File: src/sdb_pkg.sv
// Types, constants and helper functions of the per-second scaler binner.
package sdb_pkg;

    localparam int SCALER_WIDTH = 32;
    localparam int FIELD_WIDTH  = 32;
    localparam int CHANNELS     = 8;
    localparam int QUEUE_DEPTH  = 2;
    localparam int PTR_W        = (QUEUE_DEPTH > 1) ? $clog2(QUEUE_DEPTH) : 1;
    localparam int CNT_W        = $clog2(QUEUE_DEPTH + 1);

    typedef logic [SCALER_WIDTH-1:0] scaler_t;
    typedef logic [FIELD_WIDTH-1:0]  field_t;
    typedef logic [PTR_W-1:0]        ptr_t;
    typedef logic [CNT_W-1:0]        cnt_t;

    typedef enum logic [1:0] {
        CMD_LOAD,
        CMD_RELOAD,
        CMD_ACCUM,
        CMD_EMIT
    } cmd_kind_t;

    typedef struct packed {
        cmd_kind_t                           kind;
        field_t                              elapsed;
        logic [CHANNELS-1:0][SCALER_WIDTH-1:0] scaler;
    } cmd_t;

    typedef struct packed {
        logic [CHANNELS-1:0][FIELD_WIDTH-1:0] sum;
        field_t                               elapsed;
    } result_t;

    typedef struct packed {
        logic full;
        logic empty;
    } q_status_t;

    function automatic scaler_t to_scaler(input field_t x);
        logic [63:0] w;
        w = {32'd0, x};
        return w[SCALER_WIDTH-1:0];
    endfunction

    function automatic field_t to_field(input scaler_t s);
        logic [63:0] w;
        w = 64'(s);
        return w[FIELD_WIDTH-1:0];
    endfunction

    function automatic ptr_t ptr_inc(input ptr_t p);
        ptr_t r;
        if (p == PTR_W'(QUEUE_DEPTH - 1))
        begin
            r = '0;
        end
        else
        begin
            r = p + PTR_W'(1);
        end
        return r;
    endfunction

endpackage

File: src/sdb_front.sv
// Front part: tracks the clock second and classifies each snapshot.
module sdb_front (
    input  logic                   clk,
    input  logic                   rst_n,
    input  logic                   accept,
    input  sdb_pkg::field_t        clock_second,
    input  sdb_pkg::field_t [7:0]  counts,
    output logic                   cmd_push,
    output sdb_pkg::cmd_t          cmd
);
    import sdb_pkg::*;

    logic   awaiting_first_reg, awaiting_first_next;
    field_t current_second_reg, current_second_next;
    field_t base_second_reg, base_second_next;

    always_comb
    begin
        awaiting_first_next = awaiting_first_reg;
        current_second_next = current_second_reg;
        base_second_next    = base_second_reg;
        cmd.elapsed         = '0;
        for (int c = 0; c < CHANNELS; c++)
        begin
            cmd.scaler[c] = to_scaler(counts[c]);
        end
        if (awaiting_first_reg)
        begin
            cmd.kind            = CMD_LOAD;
            current_second_next = clock_second;
            base_second_next    = clock_second;
        end
        else if (clock_second < current_second_reg)
        begin
            // A backward step moves the base up by the new clock second plus one.
            cmd.kind            = CMD_RELOAD;
            current_second_next = clock_second;
            base_second_next    = base_second_reg + clock_second + FIELD_WIDTH'(1);
        end
        else if (clock_second == current_second_reg)
        begin
            cmd.kind = CMD_ACCUM;
        end
        else
        begin
            cmd.kind            = CMD_EMIT;
            cmd.elapsed         = current_second_reg - base_second_reg;
            current_second_next = clock_second;
        end
        if (accept)
        begin
            awaiting_first_next = 1'b0;
        end
        else
        begin
            current_second_next = current_second_reg;
            base_second_next    = base_second_reg;
        end
    end

    assign cmd_push = accept;

    always_ff @(posedge clk or negedge rst_n)
    begin
        if (!rst_n)
        begin
            awaiting_first_reg <= 1'b1;
            current_second_reg <= '0;
            base_second_reg    <= '0;
        end
        else
        begin
            awaiting_first_reg <= awaiting_first_next;
            current_second_reg <= current_second_next;
            base_second_reg    <= base_second_next;
        end
    end

endmodule

File: src/sdb_cmd_queue.sv
// Short queue of classified commands between the front and back parts.
module sdb_cmd_queue (
    input  logic                 clk,
    input  logic                 rst_n,
    input  logic                 push,
    input  sdb_pkg::cmd_t        push_data,
    input  logic                 pop,
    output sdb_pkg::cmd_t        pop_data,
    output sdb_pkg::q_status_t   status
);
    import sdb_pkg::*;

    cmd_t mem_reg [QUEUE_DEPTH];
    ptr_t wr_ptr_reg, wr_ptr_next;
    ptr_t rd_ptr_reg, rd_ptr_next;
    cnt_t count_reg, count_next;
    logic do_push, do_pop;

    assign status.full  = (count_reg == CNT_W'(QUEUE_DEPTH));
    assign status.empty = (count_reg == '0);
    assign do_push      = push && !status.full;
    assign do_pop       = pop && !status.empty;
    assign pop_data     = mem_reg[rd_ptr_reg];

    always_comb
    begin
        wr_ptr_next = do_push ? ptr_inc(wr_ptr_reg) : wr_ptr_reg;
        rd_ptr_next = do_pop ? ptr_inc(rd_ptr_reg) : rd_ptr_reg;
        count_next  = count_reg + CNT_W'(do_push) - CNT_W'(do_pop);
    end

    always_ff @(posedge clk)
    begin
        if (do_push)
        begin
            mem_reg[wr_ptr_reg] <= push_data;
        end
    end

    always_ff @(posedge clk or negedge rst_n)
    begin
        if (!rst_n)
        begin
            wr_ptr_reg <= '0;
            rd_ptr_reg <= '0;
            count_reg  <= '0;
        end
        else
        begin
            wr_ptr_reg <= wr_ptr_next;
            rd_ptr_reg <= rd_ptr_next;
            count_reg  <= count_next;
        end
    end

endmodule

File: src/sdb_back.sv
// Back part: eight subtract-accumulate lanes that build the per-second sums.
module sdb_back (
    input  logic                 clk,
    input  logic                 rst_n,
    input  sdb_pkg::q_status_t   cmd_status,
    input  sdb_pkg::cmd_t        cmd,
    output logic                 cmd_pop,
    input  sdb_pkg::q_status_t   res_status,
    output logic                 res_push,
    output sdb_pkg::result_t     result
);
    import sdb_pkg::*;

    scaler_t prev_reg [CHANNELS];
    scaler_t prev_next [CHANNELS];
    scaler_t sum_reg [CHANNELS];
    scaler_t sum_next [CHANNELS];
    scaler_t diff [CHANNELS];
    logic    fire;

    // Only a second boundary needs room in the result queue.
    assign fire     = !cmd_status.empty && ((cmd.kind != CMD_EMIT) || !res_status.full);
    assign cmd_pop  = fire;
    assign res_push = fire && (cmd.kind == CMD_EMIT);

    always_comb
    begin
        result.elapsed = cmd.elapsed;
        for (int c = 0; c < CHANNELS; c++)
        begin
            diff[c]       = cmd.scaler[c] - prev_reg[c];
            result.sum[c] = to_field(sum_reg[c]);
            prev_next[c]  = prev_reg[c];
            sum_next[c]   = sum_reg[c];
            if (fire)
            begin
                prev_next[c] = cmd.scaler[c];
                case (cmd.kind)
                    CMD_LOAD:   sum_next[c] = '0;
                    CMD_RELOAD: sum_next[c] = sum_reg[c];
                    CMD_ACCUM:  sum_next[c] = sum_reg[c] + diff[c];
                    CMD_EMIT:   sum_next[c] = diff[c];
                    default:    sum_next[c] = sum_reg[c];
                endcase
            end
        end
    end

    always_ff @(posedge clk or negedge rst_n)
    begin
        if (!rst_n)
        begin
            for (int c = 0; c < CHANNELS; c++)
            begin
                prev_reg[c] <= '0;
                sum_reg[c]  <= '0;
            end
        end
        else
        begin
            for (int c = 0; c < CHANNELS; c++)
            begin
                prev_reg[c] <= prev_next[c];
                sum_reg[c]  <= sum_next[c];
            end
        end
    end

endmodule

File: src/sdb_result_queue.sv
// Output queue that holds finished per-second results until they are taken.
module sdb_result_queue (
    input  logic                 clk,
    input  logic                 rst_n,
    input  logic                 push,
    input  sdb_pkg::result_t     push_data,
    input  logic                 pop,
    output sdb_pkg::result_t     pop_data,
    output sdb_pkg::q_status_t   status
);
    import sdb_pkg::*;

    result_t mem_reg [QUEUE_DEPTH];
    ptr_t    wr_ptr_reg, wr_ptr_next;
    ptr_t    rd_ptr_reg, rd_ptr_next;
    cnt_t    count_reg, count_next;
    logic    do_push, do_pop;

    assign status.full  = (count_reg == CNT_W'(QUEUE_DEPTH));
    assign status.empty = (count_reg == '0);
    assign do_push      = push && !status.full;
    assign do_pop       = pop && !status.empty;
    assign pop_data     = mem_reg[rd_ptr_reg];

    always_comb
    begin
        wr_ptr_next = do_push ? ptr_inc(wr_ptr_reg) : wr_ptr_reg;
        rd_ptr_next = do_pop ? ptr_inc(rd_ptr_reg) : rd_ptr_reg;
        count_next  = count_reg + CNT_W'(do_push) - CNT_W'(do_pop);
    end

    always_ff @(posedge clk)
    begin
        if (do_push)
        begin
            mem_reg[wr_ptr_reg] <= push_data;
        end
    end

    always_ff @(posedge clk or negedge rst_n)
    begin
        if (!rst_n)
        begin
            wr_ptr_reg <= '0;
            rd_ptr_reg <= '0;
            count_reg  <= '0;
        end
        else
        begin
            wr_ptr_reg <= wr_ptr_next;
            rd_ptr_reg <= rd_ptr_next;
            count_reg  <= count_next;
        end
    end

endmodule

File: src/scaler_delta_per_second_binner_top.sv
// Top level of the per-second scaler binner.
//
// Input channel: a queue write port. A snapshot (clock_second and eight scaler
// counts) transfers at a rising edge with push high and full low.
// Result channel: a queue read port. While empty is low the oldest result is on
// the sum and elapsed_seconds ports; it transfers at an edge with pop high.
// Throughput is one snapshot per cycle while full is low: the back part's eight
// subtract-accumulate lanes take one command every cycle while not stalled.
// A snapshot's command passes through the command queue; the back part then
// writes the result into the result queue, from whose head it transfers.
// A snapshot yields a result only when its second is later than the current
// one; the first snapshot after reset and backward clock steps yield none.
// Reset clears both queues, the clock tracking and all lane registers; full
// and empty read low and high right after it.
// When the receiver stalls, results collect in a two-entry output queue, then
// commands collect in a two-entry command queue, and then full rises. While the
// output queue is full, snapshots without a result still drain until one that
// ends a second reaches the head of the command queue.
module scaler_delta_per_second_binner_top (
    input  logic                clk,
    input  logic                rst_n,
    input  logic                push,
    output logic                full,
    input  sdb_pkg::field_t     clock_second,
    input  sdb_pkg::field_t     accepted_trigger_count,
    input  sdb_pkg::field_t     free_trigger_count,
    input  sdb_pkg::field_t     monitor_new_count,
    input  sdb_pkg::field_t     monitor_old_count,
    input  sdb_pkg::field_t     ion_chamber_count,
    input  sdb_pkg::field_t     scint_a_count,
    input  sdb_pkg::field_t     scint_b_count,
    input  sdb_pkg::field_t     scint_c_count,
    output logic                empty,
    input  logic                pop,
    output sdb_pkg::field_t     accepted_trigger_sum,
    output sdb_pkg::field_t     free_trigger_sum,
    output sdb_pkg::field_t     monitor_new_sum,
    output sdb_pkg::field_t     monitor_old_sum,
    output sdb_pkg::field_t     ion_chamber_sum,
    output sdb_pkg::field_t     scint_a_sum,
    output sdb_pkg::field_t     scint_b_sum,
    output sdb_pkg::field_t     scint_c_sum,
    output sdb_pkg::field_t     elapsed_seconds
);
    import sdb_pkg::*;

    field_t [7:0] counts;
    logic         accept;
    logic         cmd_push;
    cmd_t         cmd_in;
    cmd_t         cmd_out;
    logic         cmd_pop;
    q_status_t    cmd_status;
    logic         res_push;
    result_t      res_in;
    result_t      res_out;
    q_status_t    res_status;

    assign counts[0] = accepted_trigger_count;
    assign counts[1] = free_trigger_count;
    assign counts[2] = monitor_new_count;
    assign counts[3] = monitor_old_count;
    assign counts[4] = ion_chamber_count;
    assign counts[5] = scint_a_count;
    assign counts[6] = scint_b_count;
    assign counts[7] = scint_c_count;

    assign full   = cmd_status.full;
    assign accept = push && !cmd_status.full;

    sdb_front u_front (
        .clk          (clk),
        .rst_n        (rst_n),
        .accept       (accept),
        .clock_second (clock_second),
        .counts       (counts),
        .cmd_push     (cmd_push),
        .cmd          (cmd_in)
    );

    sdb_cmd_queue u_cmd_queue (
        .clk       (clk),
        .rst_n     (rst_n),
        .push      (cmd_push),
        .push_data (cmd_in),
        .pop       (cmd_pop),
        .pop_data  (cmd_out),
        .status    (cmd_status)
    );

    sdb_back u_back (
        .clk        (clk),
        .rst_n      (rst_n),
        .cmd_status (cmd_status),
        .cmd        (cmd_out),
        .cmd_pop    (cmd_pop),
        .res_status (res_status),
        .res_push   (res_push),
        .result     (res_in)
    );

    sdb_result_queue u_result_queue (
        .clk       (clk),
        .rst_n     (rst_n),
        .push      (res_push),
        .push_data (res_in),
        .pop       (pop),
        .pop_data  (res_out),
        .status    (res_status)
    );

    assign empty                = res_status.empty;
    assign accepted_trigger_sum = res_out.sum[0];
    assign free_trigger_sum     = res_out.sum[1];
    assign monitor_new_sum      = res_out.sum[2];
    assign monitor_old_sum      = res_out.sum[3];
    assign ion_chamber_sum      = res_out.sum[4];
    assign scint_a_sum          = res_out.sum[5];
    assign scint_b_sum          = res_out.sum[6];
    assign scint_c_sum          = res_out.sum[7];
    assign elapsed_seconds      = res_out.elapsed;

endmodule

File: config.mk
export PLATFORM = sky130hd
export DESIGN_NAME = scaler_delta_per_second_binner_top
export DESIGN_NICKNAME = d
export VERILOG_FILES = /design/src/sdb_pkg.sv /design/src/sdb_front.sv /design/src/sdb_cmd_queue.sv /design/src/sdb_back.sv /design/src/sdb_result_queue.sv /design/src/scaler_delta_per_second_binner_top.sv
export SDC_FILE = /design/constraint.sdc
export NUM_CORES = 2
export LEC_CHECK = 0
export ABC_AREA = 0
export BUFFER_PORTS_ARGS = -buffer_cell sky130_fd_sc_hd__buf_4
export CELL_PAD_IN_SITES_DETAIL_PLACEMENT = 0
export CELL_PAD_IN_SITES_GLOBAL_PLACEMENT = 2
export CORE_MARGIN = 5
export CORE_UTILIZATION = 45
export CTS_CLUSTER_SIZE = 28
export DETAILED_ROUTE_END_ITERATION = 16
export PLACE_DENSITY = 0.83
export SYNTH_ARGS = -nofsm -noshare
export SYNTH_HDL_FRONTEND = slang
export SYNTH_SLANG_ARGS = --single-unit
File: constraint.sdc
create_clock -name clk -period 31 [get_ports clk]
set_input_delay 6.2 -clock clk [delete_from_list [all_inputs] [get_ports clk]]
set_output_delay 6.2 -clock clk [all_outputs]
set_load 0.01 [all_outputs]
==> flow_summary_export.csv <==
group,metric,value,unit
synth,synth_flop_cell,"edfxtp_1",
global_routing,use_met2,0.372,
setup_path,crit_type,"flop to output pin",
synth,yosysTopAreaCell,"edfxtp_1",
setup_path,endpoint_kind,"output pin",
detailed_routing,routedWlPerCell,21.2,um
synth,syn_avg_cell_area,11.5,um2
detailed_routing,drt_wl_total,248,mm
timing,final.setup.tns,0,ns
floorplanning,die-area,217000,um2
clocking,cts-root-buf,"clkbuf_16",
timing,fin_crit,10.06,ns
setup_path,r2r-end,"u_back.result[287]",
placement,post-place-ws,20.88,ns
synth,syn-num-nets,9100,
timing,maxSlewViolCount,0,
timing,rsz0062_at_grt,"no",
global_routing,busiest_layer,"met2",
timing,finalSetupViolCount,0,
floorplanning,fp.dieW,466,um
setup_path,critPathMaxFanout,72,
clocking,cts_tree,"yes",
global_routing,grt-ovfl-total,0,
floorplanning,io_pins,582,
timing,layout_worst_path_cycle_share,0.324,
timing,tightest_slew,1.14,ns
synth,synth_seq_area_share,0.527,
clocking,clk_pin_slew,0.06,ns
synth,yosysWarnings,0,
clocking,clk_latency,0.86,ns
timing,finClkSkew,0.0336,ns
hold_path,min_to,"u_cmd_queue.count_reg[1]",
global_routing,grt_pass1_vias,64400,
synth,ys_ff_latch,1741,
timing,setup_ws,20.94,ns
global_routing,grt_max_degree,190,
clocking,cts_sinks,1741,
global_routing,antenna_found_initial,35,
status,outcome,"finished clean",
final_layout,area.growth.synth_to_final,14.9,%
detailed_routing,ant_nets,0,
timing,fmax,0.0994,GHz
final_layout,largest_reg_flops,580,
final_layout,multi_input_area,41700,um2
synth,ys_top_cells_by_area,"edfxtp_1, dfrtp_1, ha_1",
global_routing,grt_pass1_wl,381,mm
synth,syn_area,93700,um2
detailed_routing,detail_route.iter0.violations,4182,
global_routing,use_met1,0.300,
final_layout,nets,9666,
final_layout,final_cell_mix,"edfxtp_1, o21ai_0, ha_1",
detailed_routing,firstDrtPassIters,6,
clocking,post_cts_resized,0,
clocking,h-tree-depth,4,
final_layout,nFillCells,18100,
synth,synthDistinctLibCells,97,
final_layout,seq_area,49400,um2
timing,slew_headroom,0.239,
detailed_routing,viasPerCell,5.51,
synth,async_flop_share,0.336,
clocking,clockBufferDepth,3,
setup_path,start_kind,"flop",
placement,dpl_cell_area,101000,um2
flow_run,max_cap_viol_count,0,
placement,port_buffers,581,
final_layout,drive_gt1_frac,0.180,
placement,routabilityCongestion,0.870,
setup_path,rrSetupSlack,23.11,ns
setup_path,worst_ep_arrival_time,3.86,ns
detailed_routing,vias,64400,
final_layout,final_common_cell,"edfxtp_1",
placement,hpwl,178,mm
synth,yosysTopAreaCellShare,0.371,
timing,final_hold_viol_count,0,
final_layout,final_cell_area,108000,um2
hold_path,min_path_type,"flop to flop",
global_routing,use_met3,0.0471,
setup_path,r2r-start,"u_cmd_queue.rd_ptr_reg",
clocking,postCtsHoldBufs,0,
floorplanning,die_y,466,um
floorplanning,core-area,207000,um2
floorplanning,rows,167,
floorplanning,start_util,0.452,
hold_path,whs_path_depth,1,
synth,synth_cells,8134,
synth,synth_edf_count,1156,
clocking,cts_setup_buffers,0,
setup_path,ff2ff_path_depth,25,
setup_path,required,24.80,ns
global_routing,grtUsageTotal,0.224,
detailed_routing,drc,0,
hold_path,holdCritStartpoint,"u_cmd_queue.count_reg[1]",
clocking,numCtsBuffers,190,
==> cells by family after synthesis <==
| kind of cell | count (synthesis) | share of synthesized area |
|---|---|---|
| mux | 627 | 0.0748 |
| buf+inv | 742 | 0.0300 |
| compound gates | 2239 | 0.152 |
| simple gates | 1623 | 0.0792 |
| fa+ha+maj | 674 | 0.0915 |
| xor+xnor | 488 | 0.0458 |
| flops | 1741 | 0.527 |
==> worst max path at each step <==
stage                                    startpoint                     endpoint  cells after the start
after floorplan                                push    u_cmd_queue.mem_reg[0][0]                      2
after global placement              clock_second[9]  u_front.base_second_reg[25]                     13
after detailed placement            clock_second[9]  u_front.base_second_reg[29]                     13
after CTS                 u_result_queue.rd_ptr_reg               scint_a_sum[1]                      4
after global routing      u_result_queue.rd_ptr_reg               scint_a_sum[1]                      4
final                     u_result_queue.rd_ptr_reg               scint_a_sum[1]                      4
==> cell usage after synthesis (67+ instances only) <==
cell,count
and3_1,69
nand3_1,99
a21oi_1,525
o21bai_1,67
a21o_1,265
o21a_1,69
edfxtp_1,1156
xor2_1,186
ha_1,656
o21ai_0,671
mux2_2,561
dfrtp_1,584
nor2b_1,73
inv_1,468
xnor2_1,301
nand2b_1,70
nand2_1,643
nor2_1,394
nor3_1,88
clkbuf_1,227
a22oi_1,152
==> layout make-up <==
cell class | instances | area share
clock inverters | 119 | 0.0121
flip-flops and latches | 1741 | 0.459
clock buffers | 240 | 0.0476
diodes | 20 | 0.000465
repair buffers | 647 | 0.0455
multi-input cells | 5651 | 0.387
well taps | 2788 | 0.0324
inverters | 469 | 0.0164
==> worst max-delay path, stage by stage (launching register included) <==
cell     delay (ns)
dfrtp_4        0.78
buf_4          0.76
buf_4          0.77
mux2_2         0.42
buf_4          0.14
==> stage by stage <==
step | hold slack, ns | instances | utilization
detailed placement | 0.490 | 11300 | 0.489
global route | 0.525 | 11700 | 0.520
floorplan | 0.460 | 8134 | -
global placement | 0.484 | 11300 | 0.489
finish | 0.501 | 11700 | 0.520
CTS | 0.490 | 11700 | 0.520
==> routing by layer <==
metal / routed length (um) / share of wire
met2: 116000 / 0.47
met1: 111000 / 0.45
met5: 168 / 0.00068
met4: 6550 / 0.026
met3: 13900 / 0.056
Power is not shown: default switching activity piles up to over one toggle a cycle in this logic, so the estimate is an artifact.
